<file path="src/smm_pkg.sv">
// Shared types and constants for the square matrix multiplier.
package smm_pkg;

    // Default largest matrix dimension
    localparam int MAX_SIZE_DEF = 8;

    // Field widths
    localparam int SIZE_W = 4;
    localparam int ELEM_W = 16;
    localparam int MUL_W  = 2 * ELEM_W;
    localparam int PROD_W = 35;

    // Size register value after reset
    localparam logic [SIZE_W-1:0] SIZE_RESET = 4'd8;

    // Controller states
    typedef enum logic [0:0] {
        ST_LOAD,
        ST_RUN
    } t_state;

    // Tag that travels with one product term down the datapath
    typedef struct packed {
        logic first_k;
        logic last_k;
        logic last_elem;
    } t_tag;

    // Commands from controller to datapath
    typedef struct packed {
        logic wr_a;
        logic wr_b;
        logic rd_en;
        t_tag tag;
    } t_dp_cmd;

    // Status from datapath to controller
    typedef struct packed {
        logic adv;
    } t_dp_stat;

endpackage

</file>
<file path="src/smm_ram.sv">
// Generic single-port-write, single-port-read RAM with registered read data.
module smm_ram #(
    parameter int WIDTH = 16,
    parameter int DEPTH = 64,
    parameter int ADDR_W = (DEPTH > 1) ? $clog2(DEPTH) : 1
) (
    input  logic              i_clk,
    input  logic              i_we,
    input  logic [ADDR_W-1:0] i_waddr,
    input  logic [WIDTH-1:0]  i_wdata,
    input  logic              i_re,
    input  logic [ADDR_W-1:0] i_raddr,
    output logic [WIDTH-1:0]  o_rdata
);

    logic [WIDTH-1:0] r_mem [DEPTH];
    logic [WIDTH-1:0] r_rdata;

    // Write port
    always_ff @(posedge i_clk) begin
        if (i_we) begin
            r_mem[i_waddr] <= i_wdata;
        end
    end

    // Registered read port
    always_ff @(posedge i_clk) begin
        if (i_re) begin
            r_rdata <= r_mem[i_raddr];
        end
    end

    assign o_rdata = r_rdata;

endmodule

</file>
<file path="src/smm_ctrl.sv">
// Controller: size register, load counter and the i/j/k sequencer.
module smm_ctrl
    import smm_pkg::*;
#(
    parameter int MAX_SIZE = MAX_SIZE_DEF,
    parameter int ADDR_W = (MAX_SIZE > 1) ? $clog2(MAX_SIZE * MAX_SIZE) : 1
) (
    input  logic              i_clk,
    input  logic              i_rst_n,
    input  logic              i_elem_valid,
    output logic              o_elem_stall,
    input  logic              i_cfg_valid,
    input  logic [SIZE_W-1:0] i_cfg_matrix_size,
    input  t_dp_stat          i_stat,
    output t_dp_cmd           o_cmd,
    output logic [ADDR_W-1:0] o_wr_addr,
    output logic [ADDR_W-1:0] o_rd_addr_a,
    output logic [ADDR_W-1:0] o_rd_addr_b
);

    localparam int NW     = $clog2(MAX_SIZE + 1);
    localparam int IDX_W  = (MAX_SIZE > 1) ? $clog2(MAX_SIZE) : 1;
    localparam int CW     = $clog2(MAX_SIZE * MAX_SIZE + 1);
    localparam int LCNT_W = $clog2(2 * MAX_SIZE * MAX_SIZE + 1);

    t_state              r_state,    n_state;
    logic [SIZE_W-1:0]   r_size,     n_size;
    logic [LCNT_W-1:0]   r_load_cnt, n_load_cnt;
    logic [IDX_W-1:0]    r_i, n_i, r_j, n_j, r_k, n_k;
    logic [ADDR_W-1:0]   r_a_addr,   n_a_addr;
    logic [ADDR_W-1:0]   r_b_addr,   n_b_addr;
    logic [ADDR_W-1:0]   r_row_base, n_row_base;

    logic [NW-1:0]       n_act;
    logic [IDX_W-1:0]    idx_last;
    logic [CW-1:0]       cells;
    logic [LCNT_W-1:0]   two_cells;
    logic                accept;
    logic                last_i, last_j, last_k;

    // Clamp the configured size to 1..MAX_SIZE
    always_comb begin
        if (r_size == '0) begin
            n_act = NW'(1);
        end else if (r_size > SIZE_W'(MAX_SIZE)) begin
            n_act = NW'(MAX_SIZE);
        end else begin
            n_act = NW'(r_size);
        end
    end

    assign idx_last  = IDX_W'(n_act - NW'(1));
    assign cells     = CW'(CW'(n_act) * CW'(n_act));
    assign two_cells = LCNT_W'(cells) << 1;
    assign accept    = (r_state == ST_LOAD) && i_elem_valid;
    assign last_i    = (r_i == idx_last);
    assign last_j    = (r_j == idx_last);
    assign last_k    = (r_k == idx_last);

    assign o_elem_stall = (r_state != ST_LOAD);
    assign o_rd_addr_a  = r_a_addr;
    assign o_rd_addr_b  = r_b_addr;

    // Next state, counters and datapath commands
    always_comb begin
        n_state    = r_state;
        n_size     = r_size;
        n_load_cnt = r_load_cnt;
        n_i        = r_i;
        n_j        = r_j;
        n_k        = r_k;
        n_a_addr   = r_a_addr;
        n_b_addr   = r_b_addr;
        n_row_base = r_row_base;
        o_cmd      = '0;
        o_wr_addr  = ADDR_W'(r_load_cnt);

        case (r_state)
            ST_LOAD: begin
                if (accept) begin
                    // A first, then B, each row-major
                    if (r_load_cnt < LCNT_W'(cells)) begin
                        o_cmd.wr_a = 1'b1;
                        o_wr_addr  = ADDR_W'(r_load_cnt);
                    end else begin
                        o_cmd.wr_b = 1'b1;
                        o_wr_addr  = ADDR_W'(r_load_cnt - LCNT_W'(cells));
                    end
                    if (r_load_cnt == two_cells - LCNT_W'(1)) begin
                        n_state    = ST_RUN;
                        n_load_cnt = '0;
                        n_i        = '0;
                        n_j        = '0;
                        n_k        = '0;
                        n_a_addr   = '0;
                        n_b_addr   = '0;
                        n_row_base = '0;
                    end else begin
                        n_load_cnt = r_load_cnt + LCNT_W'(1);
                    end
                end
            end
            ST_RUN: begin
                if (i_stat.adv) begin
                    // Issue one A*B term read
                    o_cmd.rd_en         = 1'b1;
                    o_cmd.tag.first_k   = (r_k == '0);
                    o_cmd.tag.last_k    = last_k;
                    o_cmd.tag.last_elem = last_i && last_j;
                    if (!last_k) begin
                        n_k      = r_k + IDX_W'(1);
                        n_a_addr = r_a_addr + ADDR_W'(1);
                        n_b_addr = r_b_addr + ADDR_W'(n_act);
                    end else begin
                        n_k = '0;
                        if (!last_j) begin
                            n_j      = r_j + IDX_W'(1);
                            n_a_addr = r_row_base;
                            n_b_addr = ADDR_W'(r_j) + ADDR_W'(1);
                        end else begin
                            n_j        = '0;
                            n_i        = r_i + IDX_W'(1);
                            n_row_base = r_row_base + ADDR_W'(n_act);
                            n_a_addr   = r_row_base + ADDR_W'(n_act);
                            n_b_addr   = '0;
                            if (last_i) begin
                                n_state = ST_LOAD;
                            end
                        end
                    end
                end
            end
            default: begin
                n_state = ST_LOAD;
            end
        endcase

        // Size write restarts the load
        if (i_cfg_valid) begin
            n_size     = i_cfg_matrix_size;
            n_load_cnt = '0;
        end
    end

    // Control registers
    always_ff @(posedge i_clk) begin
        if (!i_rst_n) begin
            r_state    <= ST_LOAD;
            r_size     <= SIZE_RESET;
            r_load_cnt <= '0;
            r_i        <= '0;
            r_j        <= '0;
            r_k        <= '0;
            r_a_addr   <= '0;
            r_b_addr   <= '0;
            r_row_base <= '0;
        end else begin
            r_state    <= n_state;
            r_size     <= n_size;
            r_load_cnt <= n_load_cnt;
            r_i        <= n_i;
            r_j        <= n_j;
            r_k        <= n_k;
            r_a_addr   <= n_a_addr;
            r_b_addr   <= n_b_addr;
            r_row_base <= n_row_base;
        end
    end

    // Load count stays below the end of B while loading
    a_load_bound: assert property (@(posedge i_clk) disable iff (!i_rst_n)
        (r_state == ST_LOAD) |-> (r_load_cnt < two_cells))
        else $error("load count past end of B");

    // Last B element starts the run
    a_run_start: assert property (@(posedge i_clk) disable iff (!i_rst_n)
        (accept && !i_cfg_valid && r_load_cnt == two_cells - LCNT_W'(1))
        |=> (r_state == ST_RUN))
        else $error("run did not start after last B element");

    // Sequencer indices stay inside the matrix
    a_idx_bound: assert property (@(posedge i_clk) disable iff (!i_rst_n)
        (r_state == ST_RUN) |-> (r_i <= idx_last && r_j <= idx_last && r_k <= idx_last))
        else $error("sequencer index out of range");

endmodule

</file>
<file path="src/smm_datapath.sv">
// Datapath: A and B stores, multiply-accumulate pipeline and output register.
module smm_datapath
    import smm_pkg::*;
#(
    parameter int MAX_SIZE = MAX_SIZE_DEF,
    parameter int ADDR_W = (MAX_SIZE > 1) ? $clog2(MAX_SIZE * MAX_SIZE) : 1
) (
    input  logic                     i_clk,
    input  logic                     i_rst_n,
    input  logic signed [ELEM_W-1:0] i_element_value,
    input  t_dp_cmd                  i_cmd,
    input  logic [ADDR_W-1:0]        i_wr_addr,
    input  logic [ADDR_W-1:0]        i_rd_addr_a,
    input  logic [ADDR_W-1:0]        i_rd_addr_b,
    output t_dp_stat                 o_stat,
    input  logic                     i_prod_stall,
    output logic                     o_prod_valid,
    output logic signed [PROD_W-1:0] o_product_element,
    output logic                     o_last_of_matrix
);

    localparam int DEPTH = MAX_SIZE * MAX_SIZE;

    logic [ELEM_W-1:0]        a_rdata, b_rdata;
    logic                     adv;
    logic                     r_s1_vld, r_s2_vld, r_out_vld;
    t_tag                     r_s1_tag, r_s2_tag;
    logic signed [MUL_W-1:0]  r_s2_prod;
    logic signed [PROD_W-1:0] r_acc, r_out;
    logic                     r_out_last;
    logic signed [PROD_W-1:0] prod_ext, sum;

    // Freeze the whole pipeline while a finished result is held
    assign adv        = !(r_out_vld && i_prod_stall);
    assign o_stat.adv = adv;

    smm_ram #(
        .WIDTH  (ELEM_W),
        .DEPTH  (DEPTH),
        .ADDR_W (ADDR_W)
    ) u_store_a (
        .i_clk   (i_clk),
        .i_we    (i_cmd.wr_a),
        .i_waddr (i_wr_addr),
        .i_wdata (i_element_value),
        .i_re    (i_cmd.rd_en),
        .i_raddr (i_rd_addr_a),
        .o_rdata (a_rdata)
    );

    smm_ram #(
        .WIDTH  (ELEM_W),
        .DEPTH  (DEPTH),
        .ADDR_W (ADDR_W)
    ) u_store_b (
        .i_clk   (i_clk),
        .i_we    (i_cmd.wr_b),
        .i_waddr (i_wr_addr),
        .i_wdata (i_element_value),
        .i_re    (i_cmd.rd_en),
        .i_raddr (i_rd_addr_b),
        .o_rdata (b_rdata)
    );

    // Sign-extend the product and accumulate
    assign prod_ext = {{(PROD_W - MUL_W){r_s2_prod[MUL_W-1]}}, r_s2_prod};
    assign sum      = (r_s2_tag.first_k ? '0 : r_acc) + prod_ext;

    // Pipeline valid flags
    always_ff @(posedge i_clk) begin
        if (!i_rst_n) begin
            r_s1_vld  <= 1'b0;
            r_s2_vld  <= 1'b0;
            r_out_vld <= 1'b0;
        end else begin
            if (adv) begin
                r_s1_vld <= i_cmd.rd_en;
                r_s2_vld <= r_s1_vld;
            end
            if (adv && r_s2_vld && r_s2_tag.last_k) begin
                r_out_vld <= 1'b1;
            end else if (r_out_vld && !i_prod_stall) begin
                r_out_vld <= 1'b0;
            end
        end
    end

    // Pipeline payload
    always_ff @(posedge i_clk) begin
        if (adv) begin
            r_s1_tag  <= i_cmd.tag;
            r_s2_tag  <= r_s1_tag;
            r_s2_prod <= $signed(a_rdata) * $signed(b_rdata);
            if (r_s2_vld) begin
                r_acc <= sum;
                if (r_s2_tag.last_k) begin
                    r_out      <= sum;
                    r_out_last <= r_s2_tag.last_elem;
                end
            end
        end
    end

    assign o_prod_valid      = r_out_vld;
    assign o_product_element = r_out;
    assign o_last_of_matrix  = r_out_last;

    // A completed sum always lands in the output register
    a_out_load: assert property (@(posedge i_clk) disable iff (!i_rst_n)
        (adv && r_s2_vld && r_s2_tag.last_k) |=> r_out_vld)
        else $error("finished sum not loaded into output register");

    // A frozen pipeline keeps its product
    a_freeze: assert property (@(posedge i_clk) disable iff (!i_rst_n)
        (!adv && r_s2_vld) |=> ($stable(r_s2_prod) && r_s2_vld))
        else $error("product changed while pipeline frozen");

    // No read issued while the pipeline is frozen
    a_no_issue: assert property (@(posedge i_clk) disable iff (!i_rst_n)
        !adv |-> !i_cmd.rd_en)
        else $error("read issued while pipeline frozen");

endmodule

</file>
<file path="src/square_matrix_multiply.sv">
// Top level of the square matrix multiplier: controller plus datapath.
//
//  channel   | handshake                         | payload
//  ----------+-----------------------------------+---------------------------------------
//  element   | i_elem_valid / o_elem_stall       | i_element_value
//  product   | o_prod_valid / i_prod_stall       | o_product_element, o_last_of_matrix
//  config    | i_cfg_valid / o_cfg_ready         | i_cfg_matrix_size
//
// Loading takes 2*n*n transfers, A then B.
// After the last B element one multiply-accumulate unit issues n*n*n terms, one per cycle while no
// result is stalled; no elements are taken meanwhile. Sums leave via the output register.
// Reset is synchronous, active low; it sets the size to 8 and empties the load.
// A stalled result freezes the multiply-accumulate pipeline until it is taken.
module square_matrix_multiply
    import smm_pkg::*;
#(
    parameter int MAX_SIZE = MAX_SIZE_DEF
) (
    input  logic                     i_clk,
    input  logic                     i_rst_n,
    input  logic                     i_elem_valid,
    output logic                     o_elem_stall,
    input  logic signed [ELEM_W-1:0] i_element_value,
    output logic                     o_prod_valid,
    input  logic                     i_prod_stall,
    output logic signed [PROD_W-1:0] o_product_element,
    output logic                     o_last_of_matrix,
    input  logic                     i_cfg_valid,
    output logic                     o_cfg_ready,
    input  logic [SIZE_W-1:0]        i_cfg_matrix_size
);

    localparam int ADDR_W = (MAX_SIZE > 1) ? $clog2(MAX_SIZE * MAX_SIZE) : 1;

    t_dp_cmd           cmd;
    t_dp_stat          stat;
    logic [ADDR_W-1:0] wr_addr, rd_addr_a, rd_addr_b;

    // Size writes are always taken
    assign o_cfg_ready = 1'b1;

    smm_ctrl #(
        .MAX_SIZE (MAX_SIZE),
        .ADDR_W   (ADDR_W)
    ) u_ctrl (
        .i_clk             (i_clk),
        .i_rst_n           (i_rst_n),
        .i_elem_valid      (i_elem_valid),
        .o_elem_stall      (o_elem_stall),
        .i_cfg_valid       (i_cfg_valid),
        .i_cfg_matrix_size (i_cfg_matrix_size),
        .i_stat            (stat),
        .o_cmd             (cmd),
        .o_wr_addr         (wr_addr),
        .o_rd_addr_a       (rd_addr_a),
        .o_rd_addr_b       (rd_addr_b)
    );

    smm_datapath #(
        .MAX_SIZE (MAX_SIZE),
        .ADDR_W   (ADDR_W)
    ) u_datapath (
        .i_clk             (i_clk),
        .i_rst_n           (i_rst_n),
        .i_element_value   (i_element_value),
        .i_cmd             (cmd),
        .i_wr_addr         (wr_addr),
        .i_rd_addr_a       (rd_addr_a),
        .i_rd_addr_b       (rd_addr_b),
        .o_stat            (stat),
        .i_prod_stall      (i_prod_stall),
        .o_prod_valid      (o_prod_valid),
        .o_product_element (o_product_element),
        .o_last_of_matrix  (o_last_of_matrix)
    );

endmodule
</file>
<file path="config.mk">
export PLATFORM = sky130hd
export DESIGN_NAME = square_matrix_multiply
export DESIGN_NICKNAME = d
export VERILOG_FILES = /design/src/smm_pkg.sv /design/src/smm_ram.sv /design/src/smm_ctrl.sv /design/src/smm_datapath.sv /design/src/square_matrix_multiply.sv
export SDC_FILE = /design/constraint.sdc
export NUM_CORES = 2
export LEC_CHECK = 0
export BUFFER_PORTS_ARGS = -buffer_cell sky130_fd_sc_hd__buf_4
export CAP_MARGIN = 40
export CORE_ASPECT_RATIO = 0.8
export CORE_MARGIN = 8
export CORE_UTILIZATION = 49
export CTS_CLUSTER_SIZE = 8
export DETAILED_ROUTE_END_ITERATION = 12
export GPL_TIMING_DRIVEN = 0
export PLACE_DENSITY = 0.76
export SLEW_MARGIN = 20
export SYNTH_ARGS = -nofsm -noshare
export SYNTH_HDL_FRONTEND = slang
export SYNTH_HIERARCHICAL = 1
export SYNTH_SLANG_ARGS = --single-unit
</file>
<file path="constraint.sdc">
create_clock -name i_clk -period 8.32 [get_ports i_clk]
set_input_delay 1.248 -clock i_clk [delete_from_list [all_inputs] [get_ports i_clk]]
set_output_delay 1.248 -clock i_clk [all_outputs]
set_load 0.02 [all_outputs]
</file>
* Word-level counts from Yosys, hierarchy flattened *
Memories as Yosys holds them, arrays and structs flattened. A register that Yosys moved wholly into a read port is not among the register bits.
Index checks and enable logic that the tools add are counted.
W data, S select, Z words.

word-level totals
  flip-flop bits (word level) = 152
  RAM bits = 2,048
  input bits = 25
  output and inout port bits = 39
  logic and storage cells = 123
  memories = 2

memory list
  memory                      depth  bits a word  rd ports  clocked after Yosys merged registers in  wr ports  RTL line       source
  u_datapath.u_store_a.r_mem  64     16           1         1                                        1         smm_ram.sv:16  logic [WIDTH-1:0] r_mem [DEPTH];
  u_datapath.u_store_b.r_mem  64     16           1         1                                        1         smm_ram.sv:16

cells by class
  $add $sub $neg = 12
  $mul = 2
  $lt $le $gt $ge = 2
  equal/unequal tests = 9
  multiplexer cells = 52
  bitwise gates (word level) = 3
  reductions and logical operators = 19

operators with widths
  kind                   count
  $mux W6                13
  $pmux W6 S2            3
  $add A35 B35 Y35       1
  $mux W35               1
  $mul A16 B16 Y32       1
  $mux W3                10
  $pmux W3 S2            3
  $mux W4                4
  $mux W1                14
  $add A6 B4 Y6          2
  $add A3 B1 Y3 const B  3
  $eq A3 B3 Y1           3
  $add A8 B1 Y8 const B  1
  $eq A8 B8 Y1           1
  $lt A8 B7 Y1           1
  $mux W8                1
  $ne A2 B2 Y1 const B   4
  $sub A8 B1 Y8 const B  1
  $mul A4 B4 Y7          1
  $add A6 B1 Y6 const B  1
  $logic_and A1 B1 Y1    6
  $reduce_and A3 Y1      2
  $sub A6 B6 Y6          1
  $reduce_and A5 Y1      1
  other kinds (14)       20

* Logic depth before layout (Yosys ltp) *
  depth after elaboration = 10
  depth in mapped cells = 24
  depth with buffers taken out = 23

* Hierarchy *
Netlist, hierarchy kept.

modules (own cells, without submodules)
  module                  instances  cells an instance  area an instance (um^2)  seq. area each (um^2)
  smm_ram                 2          1,829              40,202.3                 31,230.0
  smm_datapath            1          1,468              15,089.5                 3,333.2
  smm_ctrl                1          377                3,138.0                  800.8
  square_matrix_multiply  1          2                  11.3                     0.0

* Worst setup path before layout *
Ideal clock, no wire load.

  kind = register to register
  from = register u_datapath.u_store_b.r_rdata[7], in the netlist u_datapath/u_store_b/o_rdata[7], read port of u_datapath.u_store_b.r_mem
  to = register u_datapath.r_s2_prod[25] (data pin)
  library setup time = 0.260 ns
  data arrival time = 5.874 ns
  required time = 8.060 ns
  setup slack = 2.186 ns
  stages on the path, launching flop included = 24
  path buffers = 1
  clock period less this slack = 6.134 ns
  cell sequence = edfxtp_1 > clkbuf_1 > nand2_1 > fa_1 > inv_1 > fa_1 > inv_1 > fa_1 > inv_1 > fa_1 > fa_1 > inv_1 > fa_1 > inv_1 > ha_1 > o21ai_0 > a22oi_1 > a21oi_1 > o31ai_1 > a31o_2 > nand4_1 > nand4b_1 > a21oi_1 > xnor2_1

between the ends
  longest elaborated chain between the ends = 1

ends and longest elaborated chain
  element               RTL line            source
  start, declared       smm_ram.sv:17       logic [WIDTH-1:0] r_rdata;
  $mul A16 B16 Y32      smm_datapath.sv:93  r_s2_prod <= $signed(a_rdata) * $signed(b_rdata);
  end signal, assigned  smm_datapath.sv:93
  end, declared         smm_datapath.sv:28  logic signed [MUL_W-1:0] r_s2_prod;

No other way between the ends.
A chain may end at the register's enable or synchronous reset.

* Worst setup path after layout *
  from = register u_datapath.u_store_a.r_rdata[7], in the netlist u_datapath/u_store_a/o_rdata[7], read port of u_datapath.u_store_a.r_mem
  to = register u_datapath.r_s2_prod[31] (data pin)

between the ends
  longest elaborated chain between the ends = 1

ends and longest elaborated chain
  element           RTL line
  start, declared   smm_ram.sv:17
  $mul A16 B16 Y32  smm_datapath.sv:93

No other way between the ends.

==> results_dict.tcl <==
set metrics [dict create \
    async_reset_ff_frac 0 \
    die_area_mm2 0.2160 \
    holdWs_ps 398.4 \
    grt_pass1_wl_um 375600 \
    ys_types 89 \
    ant_nets 0 \
    place_congestion 0.9299 \
    io_pins 64 \
    firstDrtPassIters 7 \
    slew_violations 0 \
    cp-endpoint "u_datapath/r_s2_prod[31]$_DFFE_PN_" \
    drv_cap 0 \
    synth_cells 5505 \
    path_clk_slew_ps 50 \
    pre_cts_slack_ps 965.4 \
    fin_worst_skew_ps 81.46 \
    worst_setup_path_end_kind "flip-flop" \
    syn_area_per_cell_um2 17.92 \
    fmaxAchievable_mhz 135.9 \
    rr_worst_depth 23 \
    wl_per_cell_um 29.49 \
    grt.total_usage 0.2344 \
    setup_violations 0 \
    startpoint_type "flip-flop" \
    cts_tree "built" \
    worst_slack_ps 963.0 \
    fin_crit_ps 7357 \
    fin_nets 6505 \
    numCtsBuffers 330 \
    cts_resized 0 \
    grt_pass1_vias 55160 \
    row_count 147 \
    worstMarginPinSlew_ps 1144 \
    coreArea_mm2 0.2003 \
    final.setup.tns_ps 0 \
    dp_hpwl_um 173200 \
    area_growth_pct 15.63 \
    seq_area_frac_synth 0.6751 \
    seqCellArea_mm2 0.06659 \
    layout_common_cells "2189 x edfxtp_1, 440 x mux4_2, 343 x clkbuf_16" \
    cts_root_buf "clkbuf_16" \
    ys_warn_count 6 \
    drt_drc_violations_left 0 \
    cts_max_path_buffers 4 \
    htreeDepth 5 \
    hp-class "flip-flop to flip-flop" \
    grt_start_max_net_pins 105 \
    netlist_area_mm2 0.09864 \
    multi_input_area_mm2 0.02948 \
    drive_above_1_share 0.2302 \
    routed_wl_um 260500 \
    worst_ep_required_time_ps 8970 \
    r2r_setup_slack_ps 960 \
    finish.utilization 0.5694 \
    vias 55720 \
    overflow 0 \
    ys_ff_latch 2232 \
    synth_ff_type "edfxtp_1" \
    port_buffers 61 \
    synth_edf_count 2189 \
    outcome "complete, no violations" \
    crit_arrival_ps 8000 \
    fp.dieW_um 517.6 \
    final_common_cell "edfxtp_1" \
    startpoint "u_datapath/u_store_a/o_rdata[7]$_DFFE_PP_" \
    cts_num_sinks 2232 \
    slew_headroom 0.2371 \
    p_leak_nw 37.97 \
    antenna_found_initial 12 \
    worstReg2RegEnd "u_datapath/r_s2_prod[31]$_DFFE_PN_" \
    r2r-start "u_datapath/u_store_a/o_rdata[7]$_DFFE_PP_" \
    irDropWorstVdd_mv 0.2187 \
    postCtsHoldBufs 0 \
    drt-initial-drc-count 8208 \
    die_y_um 417.3 \
    fill_cells 14200 \
    start_util 0.4925 \
    worstSkewPairLatency_ps 930 \
    vias_per_cell 6.307 \
    post-cts-setup-buffers 0 \
    period_share 0.8843 \
    critPathKind "flip-flop to flip-flop" \
    powerDensity_mw_per_mm2 215.3 \
    rsz0062_at_grt "false" \
    finalHoldViolCount 0 \
    crit_fanout 10 \
]
[layout make-up]
type	count	area share
Antenna cell	9	0.0001975
Buffer	263	0.01485
Clock buffer	398	0.07706
Clock inverter	6	0.001020
Inverter	333	0.01097
Multi-Input combinational cell	2678	0.2585
Sequential cell	2232	0.5839
Tap cell	2682	0.02942
Timing Repair Buffer	233	0.02413
[per-stage QoR]
| step | area [µm²] | std cells | power, mW |
|---|---|---|---|
| after CTS | 113900 | 8810 | 24.67 |
| after detailed placement | 105000 | 8406 | 12.98 |
| after global routing | 114000 | 8825 | 25.14 |
| final | 114100 | 8834 | 24.56 |
| after global placement | 102500 | 8249 | 12.93 |
| after floorplan | 98650 | 5506 | 12.70 |
[cell usage after synthesis, types with 34 or more instances]
| cell | count | area, µm² |
|---|---|---|
| a221oi_1 | 36 | 315.3 |
| ha_1 | 143 | 1789 |
| nand3_1 | 77 | 385.4 |
| nand2_1 | 292 | 1096 |
| mux2i_1 | 182 | 1822 |
| edfxtp_1 | 2189 | 65730 |
| nand4_1 | 34 | 212.7 |
| mux4_2 | 440 | 9910 |
| xnor2_1 | 73 | 639.4 |
| buf_2 | 77 | 385.4 |
| dfxtp_1 | 43 | 860.8 |
| a22oi_1 | 81 | 608.1 |
| nor2_1 | 219 | 822.0 |
| and2_1 | 137 | 857.1 |
| o21ai_0 | 48 | 240.2 |
| buf_6 | 35 | 394.1 |
| a21oi_1 | 106 | 530.5 |
| inv_1 | 332 | 1246 |
| fa_1 | 266 | 5325 |
| clkbuf_1 | 94 | 352.8 |
| nor2b_1 | 107 | 669.4 |
| mux2_2 | 57 | 641.9 |
[critical path, stage by stage (launching register included)]
cell and delay [ps]:
edfxtp_1 610, clkbuf_1 590, nand2_1 170, fa_1 570, inv_1 60, fa_1 500
inv_1 60, fa_1 550, inv_1 60, fa_1 500, fa_1 540, inv_1 50
fa_1 520, inv_1 40, ha_1 340, o21ai_0 120, a22oi_1 240, a21oi_1 150
o31ai_1 700, a221oi_1 200, a21oi_1 240, o21a_1 140, nor2_1 50, xnor2_1 110
[report_power, final]
| part | leakage (nW) | internal (mW) | total [mW] | switching [mW] |
|---|---|---|---|---|
| clock network | 4.35 | 7.35 | 11.8 | 4.43 |
| registers | 20.1 | 12.4 | 12.4 | 0.00666 |
| logic | 13.5 | 0.0937 | 0.400 | 0.306 |
| total | 38.0 | 19.8 | 24.6 | 4.74 |
[registers in the layout, indices dropped and copies added, names as in the netlist]
register,flops
u_datapath/o_prod_valid,1
u_datapath/r_s2_tag,3
u_datapath/u_store_b/r_mem,1024
u_ctrl/r_k,3
u_ctrl/r_j,3
u_datapath/r_s2_prod,32
u_ctrl/r_load_cnt,8
u_ctrl/o_rd_addr_b,6
u_ctrl/o_elem_stall,1
u_datapath/r_s1_tag,3
u_datapath/u_store_a/r_mem,1024
u_ctrl/r_i,3
u_ctrl/r_size,4
u_datapath/u_store_b/o_rdata,16
u_datapath/o_last_of_matrix,1
u_ctrl/r_row_base,6
u_datapath/r_s1_vld,1
u_datapath/u_store_a/o_rdata,16
u_datapath/o_product_element,35
u_ctrl/o_rd_addr_a,6
u_datapath/r_acc,35
u_datapath/r_s2_vld,1
[logic make-up after synthesis]
kind of cell,share of synthesized area
compound gates,0.03649
xor+xnor,0.009703
other cells,0.00007613
flops,0.6751
simple gates,0.04900
mux,0.1276
fa+ha+maj,0.07222
buf+inv,0.02985
[how the worst min path moves through the flow]
| stage | from | end | slack [ps] | cells past startpoint |
|---|---|---|---|---|
| 6_report | u_datapath/r_s1_tag[2]$_DFFE_PN_ | u_datapath/r_s2_tag[2]$_DFFE_PN_ | 400 | 0 |
| 5_1_grt | u_datapath/r_s1_tag[2]$_DFFE_PN_ | u_datapath/r_s2_tag[2]$_DFFE_PN_ | 400 | 0 |
| 4_1_cts | u_datapath/r_s1_tag[2]$_DFFE_PN_ | u_datapath/r_s2_tag[2]$_DFFE_PN_ | 400 | 0 |
| 3_5_place_dp | u_datapath/r_s2_tag[0]$_DFFE_PN_ | u_datapath/o_last_of_matrix$_DFFE_PP_ | 410 | 0 |
| 3_3_place_gp | u_datapath/r_s2_tag[0]$_DFFE_PN_ | u_datapath/o_last_of_matrix$_DFFE_PP_ | 410 | 0 |
| 2_1_floorplan | u_datapath/r_s2_tag[0]$_DFFE_PN_ | u_datapath/o_last_of_matrix$_DFFE_PP_ | 400 | 0 |
[metal layers]
metal | vias up | track usage | routed length (µm)
li1 | 22410 | - | -
met1 | 28530 | 0.3277 | 99080
met2 | 4114 | 0.3468 | 114900
met3 | 659 | 0.07871 | 36340
met4 | 4 | 0.08247 | 10170
met5 | - | 0 | 27
Power figures use the tool's default switching activity.
